[config.mk]
export PLATFORM = sky130hd
export DESIGN_NAME = rpfd_queue
export DESIGN_NICKNAME = d
export VERILOG_FILES = /design/src/rtl/core/rpfd_pkg.sv /design/src/rtl/core/rpfd_queue.sv
export SDC_FILE = /design/constraint.sdc
export NUM_CORES = 1
export LEC_CHECK = 0
export ABC_CLOCK_PERIOD_IN_PS = 5400
export BUFFER_PORTS_ARGS = -buffer_cell sky130_fd_sc_hd__buf_2
export CORE_MARGIN = 2
export CORE_UTILIZATION = 55
export CTS_CLUSTER_DIAMETER = 200
export CTS_CLUSTER_SIZE = 30
export DETAILED_ROUTE_END_ITERATION = 16
export GPL_TIMING_DRIVEN = 0
export PLACE_DENSITY = 0.88
export SLEW_MARGIN = 20
export SYNTH_ARGS = -nofsm -noshare
export SYNTH_HDL_FRONTEND = slang
export SYNTH_SLANG_ARGS = --single-unit
[constraint.sdc]
create_clock -name clk_i -period 5.4 [get_ports clk_i]
set_input_delay 0.27 -clock clk_i [delete_from_list [all_inputs] [get_ports clk_i]]
set_output_delay 0.27 -clock clk_i [all_outputs]
set_load 0.02 [all_outputs]
[src/rtl/core/rpfd_pkg.sv]
// Shared types and constants for the rotated page framebuffer draw engine.
package rpfd_pkg;

  localparam int COORD_W     = 12;
  localparam int CNT_W       = 12;
  localparam int QUEUE_DEPTH = 4;
  localparam logic [7:0] FILL_BYTE = 8'hFF;

  typedef logic signed [COORD_W-1:0] coord_t;
  typedef logic [CNT_W-1:0] cnt_t;

  typedef enum logic [2:0] {
    OP_FILL  = 3'd0,
    OP_PIXEL = 3'd1,
    OP_HLINE = 3'd2,
    OP_VLINE = 3'd3,
    OP_RECT  = 3'd4,
    OP_DIAG  = 3'd5,
    OP_READ  = 3'd6,
    OP_NONE  = 3'd7
  } op_e;

  typedef enum logic [1:0] {
    JOB_FILL = 2'd0,
    JOB_DRAW = 2'd1,
    JOB_READ = 2'd2,
    JOB_NONE = 2'd3
  } job_kind_e;

  // One unit of back-end work: a fill, a read, a walk of cnt+1 pixels, or none.
  typedef struct packed {
    job_kind_e  kind;
    coord_t     x;
    coord_t     y;
    logic       dx_en;
    logic       dx_neg;
    logic       dy_en;
    logic       dy_neg;
    cnt_t       cnt;
    logic       pix_on;
    logic       last;
    logic [8:0] rd_index;
    logic       rd_oob;
  } job_t;

  function automatic coord_t sext10(logic [9:0] v);
    return {{(COORD_W-10){v[9]}}, v};
  endfunction

  function automatic coord_t sext9(logic [8:0] v);
    return {{(COORD_W-9){v[8]}}, v};
  endfunction

endpackage

[src/rtl/core/rpfd_queue.sv]
// Short job queue between the front and back ends.
module rpfd_queue (
  input  logic            clk_i,
  input  logic            rst_ni,
  input  logic            push_valid_i,
  output logic            push_ready_o,
  input  rpfd_pkg::job_t  push_job_i,
  output logic            pop_valid_o,
  input  logic            pop_ready_i,
  output rpfd_pkg::job_t  pop_job_o
);

  localparam int PTR_W = $clog2(rpfd_pkg::QUEUE_DEPTH);

  rpfd_pkg::job_t        entry_q [rpfd_pkg::QUEUE_DEPTH];
  logic [PTR_W-1:0]      wr_ptr_q, rd_ptr_q;
  logic [PTR_W:0]        count_q, count_d;
  logic                  push, pop;

  assign push_ready_o = count_q != (PTR_W+1)'(rpfd_pkg::QUEUE_DEPTH);
  assign pop_valid_o  = count_q != '0;
  assign push         = push_valid_i && push_ready_o;
  assign pop          = pop_valid_o && pop_ready_i;
  assign pop_job_o    = entry_q[rd_ptr_q];

  always_ff @(posedge clk_i) begin
    if (push) begin
      entry_q[wr_ptr_q] <= push_job_i;
    end
  end

  always_comb begin
    count_d = count_q;
    if (push && !pop) begin
      count_d = count_q + 1'b1;
    end else if (pop && !push) begin
      count_d = count_q - 1'b1;
    end
  end

  always_ff @(posedge clk_i or negedge rst_ni) begin
    if (!rst_ni) begin
      wr_ptr_q <= '0;
      rd_ptr_q <= '0;
      count_q  <= '0;
    end else begin
      if (push) begin
        wr_ptr_q <= wr_ptr_q + 1'b1;
      end
      if (pop) begin
        rd_ptr_q <= rd_ptr_q + 1'b1;
      end
      count_q <= count_d;
    end
  end

endmodule

==> results.md <==
- Min-delay worst type: in -> reg
- Synthesized instance count: 317
- Max-capacitance violation count: 0
- Pre-antenna DRT Iters: 4
- Critical path class: reg -> out
- Critical-path cell list: buf_6 -> buf_6 -> mux4_2 -> buf_2
- Total CTS buffers: 11
- Syn_area_per_cell: 25.9 µm²
- Synth unique cells: 18
- Final Hold Vio Count: 0
- PortBufs: 113
- Nets@finish: 512
- Share of cells above drive strength 1: 45.2%
- Number of H-tree levels: 1
- Crit Reg-Reg Startpoint: count_q[1]
- First-pass GRT wire length: 20,700 µm
- Ant. Diodes: 0
- Critical Path Max Stage Delay: 0.54 ns
- GPL Wtd Cong: 0.726
- Clock latency on the worst-skew pair: 0.46 ns
- Pleak: 3.20 nW
- Critical Path Source Type: flip-flop
- CTS root buf: clkbuf_16
- Slowest CP cell: mux4_2
- Die height: 126 µm
- Setup ws final: 3.16 ns
- Core Box Area: 14,500 µm²
- GRT Resource Usage Total: 16.9%
- Worst Min Path Start: push_job_i[6]
- GR Util met3: 3.57%
- GR Overflow Total: 0
- WP buf/inv: 3
- Vias in the first global route: 3,816
- Crit path capture type: output port
- DR WL/cell: 21.1 µm
- Busiest layer in global routing: met2
- Post-Syn Area: 8200 µm²
- Die ar.: 15,900 µm²
- Cell Pwr Density: 537 nW/µm²
- TritonCTS Sinks: 223
- WP data required: 5.13 ns
- Unrepaired setup endpoints after global routing: no
- Yosys top cell area share: 79.1%
- Via density per instance: 5.72
- Via count: 3,608
- Seq/Total Area, Yosys: 81.2%
- Largest net degree at the start of global routing: 33
- CTS tree: built
- DRT iter0 DRCs: 289
- Post-layout util: 64.6%
- Worst setup path start: rd_ptr_q[0]
- Peak VDD IR: 0.000348 V
- CP top delay family: buffers and inverters
- Number of I/O pins: 114
- Die extent in x: 126 µm
- Top cells by area, synth: edfxtp_1, mux4_2, dfrtp_1
- Final HPWL DP: 8390 µm
- Starting density of the core: 56.4%
- Max-slew headroom: 73.6%
- DRC viols: 0
- Initial antenna violation count: 0
- Fmax achieved: 447 MHz
- Fin Clk Skew: 0.0222 ns
- Cts repair resizes: 0
- Yosys synthesis warning count: 0
- Crit path max fanout: 10
- Fillers: 988
- Status: complete, no violations
- Post-route clock period utilization: 41.4%
- Syn Nets: 381
- Layout area overhead: 14.5%
- Routing usage on met2: 29.6%
- Seq cells post-synth: 223
- CTS Buffer Depth: 3
- Worst-Margin Slew: 0.394 ns
- Num rows: 44
- Setup violations, final: 0
- Clock Pin Slew Worst Setup and Hold Paths: 0.11 ns
- Antenna-violating nets left: 0
- Grt met1 use: 22.7%
- CP most frequent cell: buf_6
- Dpl ws: 3.25 ns
- Period minus WS final: 2.24 ns
- Total negative slack: 0 ns
- Slew Viols, Final: 0
- Post-synth top area cell: edfxtp_1
- Wirelength, routed: 13,300 µm
- Crit path DAT: 1.97 ns
[cell type report]
| type | instances | area, µm² | share of cell area [%] |
|---|---|---|---|
| clock inverters | 1 | 16.3 | 0.173 |
| inverters | 3 | 11.3 | 0.120 |
| repair buffers | 118 | 656 | 6.98 |
| multi-input cells | 79 | 1450 | 15.4 |
| clock buffers | 11 | 275 | 2.93 |
| flip-flops and latches | 223 | 6660 | 70.9 |
| well taps | 184 | 230 | 2.45 |
| plain buffers | 12 | 93.8 | 0.999 |
[cells in the mapped netlist]
cell type and n:
a21boi_2 1, and2_1 4, buf_2 6, buf_4 1, buf_6 5, dfrtp_1 7, edfxtp_1 216, fa_1 1
ha_1 5, inv_1 3, mux2_2 2, mux4_2 54, nand2_1 2, nand3_1 1, nor2_1 2, or3_1 1
xnor2_1 4, xor2_1 2
[placed cells by master (no fill, tap or decap), drive strengths merged, types with 4 or more instances in the layout]
master  synthesis  final
ha              5      5
dfrtp           7      7
clkbuf          0     11
xnor2           4      4
and2            4      4
mux4           54     54
buf            12    129
edfxtp        216    216
inv             3      4
[state kept, by name (all words and copies together), names as in the netlist]
signal,flops
rd_ptr_q,2
count_q,3
entry_q,216
wr_ptr_q,2
[what timing repair did]
action | 4_1_cts | 5_1_grt
hold buffers | 1 | 0
hold endpoints to repair | 7 | 0
buffers inserted | 0 | 0
[routing by layer]
metal / share of wire [%] / vias up
met4: 0.76 / 0
li1: - / 1596
met1: 43 / 1920
met3: 5.2 / 9
met2: 51 / 83
met5: 0 / -
[worst reg2reg max path: stages (launching register included)]
cell and delay (ns):
dfrtp_1 0.43, or3_1 0.43, nand2_1 0.14, ha_1 0.21, inv_1 0.07, fa_1 0.39, xor2_1 0.16, nor2_1 0.11
xor2_1 0.15
[report_power, final]
part,total [W],internal (W),switching [W]
clock,0.000859,0.000377,0.000482
sequential,0.00237,0.00228,0.0000857
combinational,0.00182,0.000770,0.00105
[metrics by stage]
step / area, µm² / cells / hold slack (ns) / total power [W]
2_1_floorplan: 8200 / 317 / -0.0256 / 0.00368
3_3_place_gp: 9000 / 614 / 0.103 / 0.00420
3_5_place_dp: 9090 / 618 / 0.106 / 0.00427
4_1_cts: 9390 / 631 / 0.00882 / 0.00512
5_1_grt: 9390 / 631 / 0.00179 / 0.00529
6_report: 9390 / 631 / 0.0138 / 0.00505
[final timing paths]
check                           cells past startpoint  slack [ns]             to
worst max-delay path                                4        3.16  pop_job_o[28]
worst min-delay path                                1        0.01  entry_q[1][6]
worst max register to register                      8        3.26     count_q[2]
worst min register to register                      1        0.54     count_q[2]
max in group asynchronous                           2        5.07    rd_ptr_q[0]
min in group asynchronous                           2        0.18     count_q[0]
[cell families after synthesis]
kind of cell | share of synthesized area, %
flops | 81.2
mux | 15.1
buf+inv | 1.28
simple gates | 0.625
xor+xnor | 0.641
fa+ha+maj | 1.01
compound gates | 0.137
No activity file was read; power rests on OpenSTA's default activity.
