File: src/rtl/core/rpfd_pkg.sv
// Shared types and constants for the rotated page framebuffer draw engine.
package rpfd_pkg;

  localparam int COORD_W     = 12;
  localparam int CNT_W       = 12;
  localparam int QUEUE_DEPTH = 4;
  localparam logic [7:0] FILL_BYTE = 8'hFF;

  typedef logic signed [COORD_W-1:0] coord_t;
  typedef logic [CNT_W-1:0] cnt_t;

  typedef enum logic [2:0] {
    OP_FILL  = 3'd0,
    OP_PIXEL = 3'd1,
    OP_HLINE = 3'd2,
    OP_VLINE = 3'd3,
    OP_RECT  = 3'd4,
    OP_DIAG  = 3'd5,
    OP_READ  = 3'd6,
    OP_NONE  = 3'd7
  } op_e;

  typedef enum logic [1:0] {
    JOB_FILL = 2'd0,
    JOB_DRAW = 2'd1,
    JOB_READ = 2'd2,
    JOB_NONE = 2'd3
  } job_kind_e;

  // One unit of back-end work: a fill, a read, a walk of cnt+1 pixels, or none.
  typedef struct packed {
    job_kind_e  kind;
    coord_t     x;
    coord_t     y;
    logic       dx_en;
    logic       dx_neg;
    logic       dy_en;
    logic       dy_neg;
    cnt_t       cnt;
    logic       pix_on;
    logic       last;
    logic [8:0] rd_index;
    logic       rd_oob;
  } job_t;

  function automatic coord_t sext10(logic [9:0] v);
    return {{(COORD_W-10){v[9]}}, v};
  endfunction

  function automatic coord_t sext9(logic [8:0] v);
    return {{(COORD_W-9){v[8]}}, v};
  endfunction

endpackage

File: src/rtl/core/rpfd_front.sv
// Front end: takes commands, splits them into pixel walks, fills and reads.
module rpfd_front #(
  parameter int STORE_BYTES = 512
) (
  input  logic            clk_i,
  input  logic            rst_ni,
  input  logic            init_busy_i,
  input  logic            in_valid_i,
  output logic            in_ready_o,
  input  logic [2:0]      in_op_i,
  input  logic [71:0]     in_data_i,
  output logic            job_valid_o,
  input  logic            job_ready_i,
  output rpfd_pkg::job_t  job_o
);

  logic                 hold_q, hold_d;
  logic [1:0]           sub_q, sub_d;
  rpfd_pkg::op_e        op_q;
  rpfd_pkg::coord_t     xs_q, ys_q, xe_q, ye_q, ex_q, ey_q;
  logic                 on_q;
  logic [8:0]           bi_q;

  rpfd_pkg::coord_t     xs_in, ys_in;
  logic                 accept, push;

  rpfd_pkg::coord_t     seg_a, seg_b, seg_f, diff, lo;
  logic                 seg_vert, neg;
  rpfd_pkg::cnt_t       span;

  assign in_ready_o  = !hold_q && !init_busy_i;
  assign accept      = in_valid_i && in_ready_o;
  assign job_valid_o = hold_q;
  assign push        = hold_q && job_ready_i;

  assign xs_in = rpfd_pkg::sext10(in_data_i[9:0]);
  assign ys_in = rpfd_pkg::sext10(in_data_i[19:10]);

  always_ff @(posedge clk_i) begin
    if (accept) begin
      op_q <= rpfd_pkg::op_e'(in_op_i);
      xs_q <= xs_in;
      ys_q <= ys_in;
      xe_q <= rpfd_pkg::sext10(in_data_i[29:20]);
      ye_q <= rpfd_pkg::sext10(in_data_i[39:30]);
      ex_q <= xs_in + rpfd_pkg::sext9(in_data_i[48:40]) - rpfd_pkg::coord_t'(1);
      ey_q <= ys_in + rpfd_pkg::sext9(in_data_i[57:49]) - rpfd_pkg::coord_t'(1);
      on_q <= in_data_i[58];
      bi_q <= in_data_i[67:59];
    end
  end

  always_comb begin
    hold_d = hold_q;
    sub_d  = sub_q;
    if (accept) begin
      hold_d = 1'b1;
      sub_d  = '0;
    end else if (push) begin
      sub_d = sub_q + 2'd1;
      if (job_o.last) begin
        hold_d = 1'b0;
      end
    end
  end

  always_ff @(posedge clk_i or negedge rst_ni) begin
    if (!rst_ni) begin
      hold_q <= 1'b0;
      sub_q  <= '0;
    end else begin
      hold_q <= hold_d;
      sub_q  <= sub_d;
    end
  end

  // span endpoints of the current segment
  always_comb begin
    seg_a    = xs_q;
    seg_b    = xe_q;
    seg_f    = ys_q;
    seg_vert = 1'b0;
    case (op_q)
      rpfd_pkg::OP_VLINE: begin
        seg_a    = ys_q;
        seg_b    = ye_q;
        seg_f    = xs_q;
        seg_vert = 1'b1;
      end
      rpfd_pkg::OP_RECT: begin
        case (sub_q)
          2'd0: begin
            seg_b = ex_q;
          end
          2'd1: begin
            seg_b = ex_q;
            seg_f = ey_q;
          end
          2'd2: begin
            seg_a    = ys_q;
            seg_b    = ey_q;
            seg_f    = xs_q;
            seg_vert = 1'b1;
          end
          default: begin
            seg_a    = ys_q;
            seg_b    = ey_q;
            seg_f    = ex_q;
            seg_vert = 1'b1;
          end
        endcase
      end
      default: begin
      end
    endcase
  end

  assign diff = seg_b - seg_a;
  assign neg  = seg_b < seg_a;
  assign span = neg ? rpfd_pkg::cnt_t'(-diff) : rpfd_pkg::cnt_t'(diff);
  assign lo   = neg ? seg_b : seg_a;

  always_comb begin
    job_o          = '0;
    job_o.kind     = rpfd_pkg::JOB_DRAW;
    job_o.x        = xs_q;
    job_o.y        = ys_q;
    job_o.pix_on   = 1'b1;
    job_o.last     = (op_q != rpfd_pkg::OP_RECT) || (sub_q == 2'd3);
    job_o.rd_index = bi_q;
    job_o.rd_oob   = 32'(bi_q) >= STORE_BYTES;
    case (op_q)
      rpfd_pkg::OP_FILL: begin
        job_o.kind = rpfd_pkg::JOB_FILL;
      end
      rpfd_pkg::OP_PIXEL: begin
        job_o.pix_on = on_q;
      end
      rpfd_pkg::OP_HLINE, rpfd_pkg::OP_VLINE, rpfd_pkg::OP_RECT: begin
        job_o.cnt = span;
        if (seg_vert) begin
          job_o.x     = seg_f;
          job_o.y     = lo;
          job_o.dy_en = 1'b1;
        end else begin
          job_o.x     = lo;
          job_o.y     = seg_f;
          job_o.dx_en = 1'b1;
        end
      end
      rpfd_pkg::OP_DIAG: begin
        job_o.cnt    = span;
        job_o.dx_en  = 1'b1;
        job_o.dx_neg = neg;
        job_o.dy_en  = 1'b1;
        job_o.dy_neg = ye_q < ys_q;
      end
      rpfd_pkg::OP_READ: begin
        job_o.kind = rpfd_pkg::JOB_READ;
      end
      default: begin
        job_o.kind = rpfd_pkg::JOB_NONE;
      end
    endcase
  end

endmodule

File: config.mk
export PLATFORM = sky130hd
export DESIGN_NAME = rpfd_front
export DESIGN_NICKNAME = d
export VERILOG_FILES = /design/src/rtl/core/rpfd_pkg.sv /design/src/rtl/core/rpfd_front.sv
export SDC_FILE = /design/constraint.sdc
export NUM_CORES = 1
export LEC_CHECK = 0
export BUFFER_PORTS_ARGS = -buffer_cell sky130_fd_sc_hd__buf_4
export CELL_PAD_IN_SITES_DETAIL_PLACEMENT = 0
export CELL_PAD_IN_SITES_GLOBAL_PLACEMENT = 2
export CORE_MARGIN = 4
export CORE_UTILIZATION = 34
export DETAILED_ROUTE_END_ITERATION = 10
export MAX_ROUTING_LAYER = met4
export PLACE_DENSITY = 0.94
export SYNTH_ARGS = -nofsm -noshare
export SYNTH_HDL_FRONTEND = slang
export SYNTH_SLANG_ARGS = --single-unit
File: constraint.sdc
create_clock -name clk_i -period 6.6 [get_ports clk_i]
set_clock_uncertainty 0.1 [all_clocks]
set_input_delay 1.32 -clock clk_i [delete_from_list [all_inputs] [get_ports clk_i]]
set_output_delay 1.32 -clock clk_i [all_outputs]
set_load 0.01 [all_outputs]
==> flow_metrics.py <==
metrics = {
    "run_status": {
        "status": "finished clean",
    },
    "timing": {
        "fmax_mhz": 163,
        "fin_crit_sh_pct": 93.2,
        "setup_slack_ps": 450,
        "grt_setup_unrepaired": "false",
        "slew_headroom_pct": 33.1,
        "finalCriticalPeriod_ps": 6150,
        "drv_slew": 0,
        "worstMarginPinSlew_ps": 1000,
        "hold_viol": 0,
        "setup_tns_ps": 0,
        "setup_viol": 0,
    },
    "detailed_routing": {
        "antenna_left": 0,
        "via_per_inst": 4.83,
        "routed_wl_mm": 17.1,
        "wire_per_inst_um": 15.2,
        "first_pass_iters": 5,
        "drc_errors": 0,
        "drt-initial-drc-count": 434,
        "num_vias": 5433,
    },
    "global_routing": {
        "track_usage_pct": 16.3,
        "grt_max_degree": 81,
        "grt_overflow_total": 0,
        "grt_pass1_vias": 5287,
        "antenna_found_initial": 0,
        "grt_pass1_wl_mm": 27.5,
    },
    "final_layout": {
        "syn_to_final_growth_pct": 24.4,
        "antenna_cells": 0,
        "post-route-util_pct": 43.4,
        "nets": 1008,
        "drive_gt1_share_pct": 21.7,
        "fin_cells": 1125,
        "fillerInstances": 1895,
    },
    "logic_synthesis": {
        "ys.flop_type": "edfxtp_1",
        "yosysTopAreaCell": "edfxtp_1",
        "ys_warn_count": 0,
        "synth_cell_type_count": 63,
        "synth-edff-count": 77,
        "yosys.area.top_type_share_pct": 35.1,
        "yosys-top-cells-count": "inv_1, edfxtp_1, ha_1, a21oi_1, nand2_1",
        "synthesis.area_mm2": 0.00659,
        "synth_area_leaders": "edfxtp_1, ha_1, inv_1, a21oi_1, nand2_1",
        "synth.avg_cell_area_um2": 8.96,
        "synth_seq_area_share_pct": 36.2,
        "ys_seq_elements": 80,
        "syn_nets": 884,
        "syn_inst": 736,
        "async_flop_share_pct": 3.75,
        "yosysMostFrequentCell": "inv_1",
    },
    "setup_path": {
        "end_kind": "primary output",
        "cp.arrival_ps": 4730,
        "required_ps": 5180,
        "cp_max_fo": 17,
        "path_class": "reg -> out",
        "cp-start-kind": "flip-flop",
    },
    "floorplanning": {
        "coreArea_mm2": 0.0189,
        "initial_utilization_pct": 34.9,
        "die_h_um": 147,
        "die_w_um": 147,
        "pin_count": 136,
        "die_area_mm2": 0.0217,
        "rows": 50,
    },
    "placement": {
        "port_buffers": 130,
        "dp_hpwl_mm": 13.8,
        "dp_slack_ps": 596,
        "dp.cells": 1106,
        "gp_congestion": 0.851,
    },
    "run": {
        "max_cap_viol_count": 0,
    },
    "pwr": {
        "power.total_w": 0.00211,
        "ir_worst_vdd_uv": 133,
        "power_density_mw_per_mm2": 258,
        "cellLeakagePower_nw": 3.77,
    },
    "clock_network": {
        "clockBufferDepth": 2,
        "cts_made_buffers": 9,
        "cts.clk_slew.worst_paths_ps": 60,
        "tritoncts": "built",
        "ctsHoldBuffers": 0,
        "clk_latency_ps": 340,
        "htreeDepth": 3,
        "cts_sinks": 80,
        "ctsRootBufferMaster": "clkbuf_16",
    },
    "min_path": {
        "worstHoldPathType": "reg -> reg",
    },
}
## layout by cell type (no fill, tap or decap), types with 6 or more instances in the layout
master | Yosys | routed
a21o_1 | 24 | 24
a21oi_1 | 60 | 59
a222oi_1 | 9 | 9
a22oi_1 | 14 | 14
a31oi_1 | 6 | 6
buf_4 | 2 | 149
clkbuf_16 | 0 | 9
edfxtp_1 | 77 | 77
ha_1 | 66 | 66
inv_1 | 113 | 113
mux2i_1 | 15 | 15
nand2_1 | 59 | 59
nand2b_1 | 9 | 9
nand3_1 | 7 | 7
nor2_1 | 46 | 46
nor2b_1 | 8 | 8
nor3_1 | 24 | 24
o21a_1 | 10 | 10
o21ai_0 | 36 | 34
o21ai_1 | 13 | 14
xnor2_1 | 21 | 21
xor2_1 | 11 | 11
## repair_timing
item / 4_1_cts / 5_1_grt
endpoints found under the hold margin: 0 / 0
buffers inserted: 0 / 3
endpoints found under the setup margin: 0 / 25
gates resized for setup: 0 / 1
## power by group
group,internal (W),total (W),switching (W)
Clock,0.000297,0.000502,0.000206
Sequential,0.000610,0.000639,0.0000287
Combinational,0.000432,0.000973,0.000541
## kinds of logic (layout without fill, tap and decap cells)
family          Yosys count  count (layout)  synth area share (%)
other cells               1               1                0.0569
fa+ha+maj                68              68                  13.1
buf+inv                 150             279                  9.01
flops                    80              80                  36.2
xor+xnor                 33              33                  4.50
mux                      15              15                  2.28
simple gates            183             183                  13.8
compound gates          206             206                  21.0
## sequential cells by signal, summed over array words and instances (netlist names)
name / flops
job_valid_o: 1
ye_q: 10
op_q: 3
ex_q: 12
sub_q: 2
bi_q: 9
on_q: 1
xe_q: 10
xs_q: 10
ys_q: 10
ey_q: 12
## cell type report
class / count / area [µm²] / area share [%]
clock buffer: 9 / 225 / 2.75
inverter: 113 / 424 / 5.17
clock inverter: 7 / 77.6 / 0.946
tap: 260 / 325 / 3.97
multi-input combinational: 506 / 3620 / 44.2
sequential: 80 / 2390 / 29.1
timing repair buffer: 150 / 1140 / 13.9
## final timing paths
| kind | start | to | slack (ps) | depth (start not counted) |
|---|---|---|---|---|
| setup / recovery | sub_q[0] | job_o[34] | 450 | 18 |
| hold / removal | job_valid_o | job_valid_o | 460 | 1 |
| setup reg to reg | job_valid_o | ey_q[0] | 4610 | 3 |
| hold reg to reg | job_valid_o | job_valid_o | 460 | 1 |
| max in group asynchronous | rst_ni | sub_q[1] | 5640 | 1 |
| min in group asynchronous | rst_ni | sub_q[0] | 660 | 1 |
## critical path, stage by stage, from the launching register on
cell      delay [ps]
dfrtp_1          380
inv_1            100
ha_1             240
or2_1            400
o21ai_2          340
mux2i_1          260
ha_1             370
a21oi_1          310
nand2_1          120
a21oi_1          160
a211oi_2          90
a31oi_1          300
nand4b_4         210
a31oi_4          140
buf_4            240
nor3_1           150
a21oi_1           60
o21ai_0          320
buf_4            200
## stage by stage
stage / instance area, µm² / hold WS [ps]
6_report: 8200 / 462
3_3_place_gp: 7860 / 447
3_5_place_dp: 7860 / 455
4_1_cts: 8160 / 472
5_1_grt: 8200 / 499
2_1_floorplan: 6590 / 443
## per-layer routing
layer	vias up	share of wire [%]	global-route usage [%]
met1	2461	51	22.9
met4	0	0.81	3.73
li1	2836	-	-
met2	130	45	25.1
met5	-	0	-
met3	6	3.7	2.00
No activity file was read; power rests on OpenSTA's default activity.
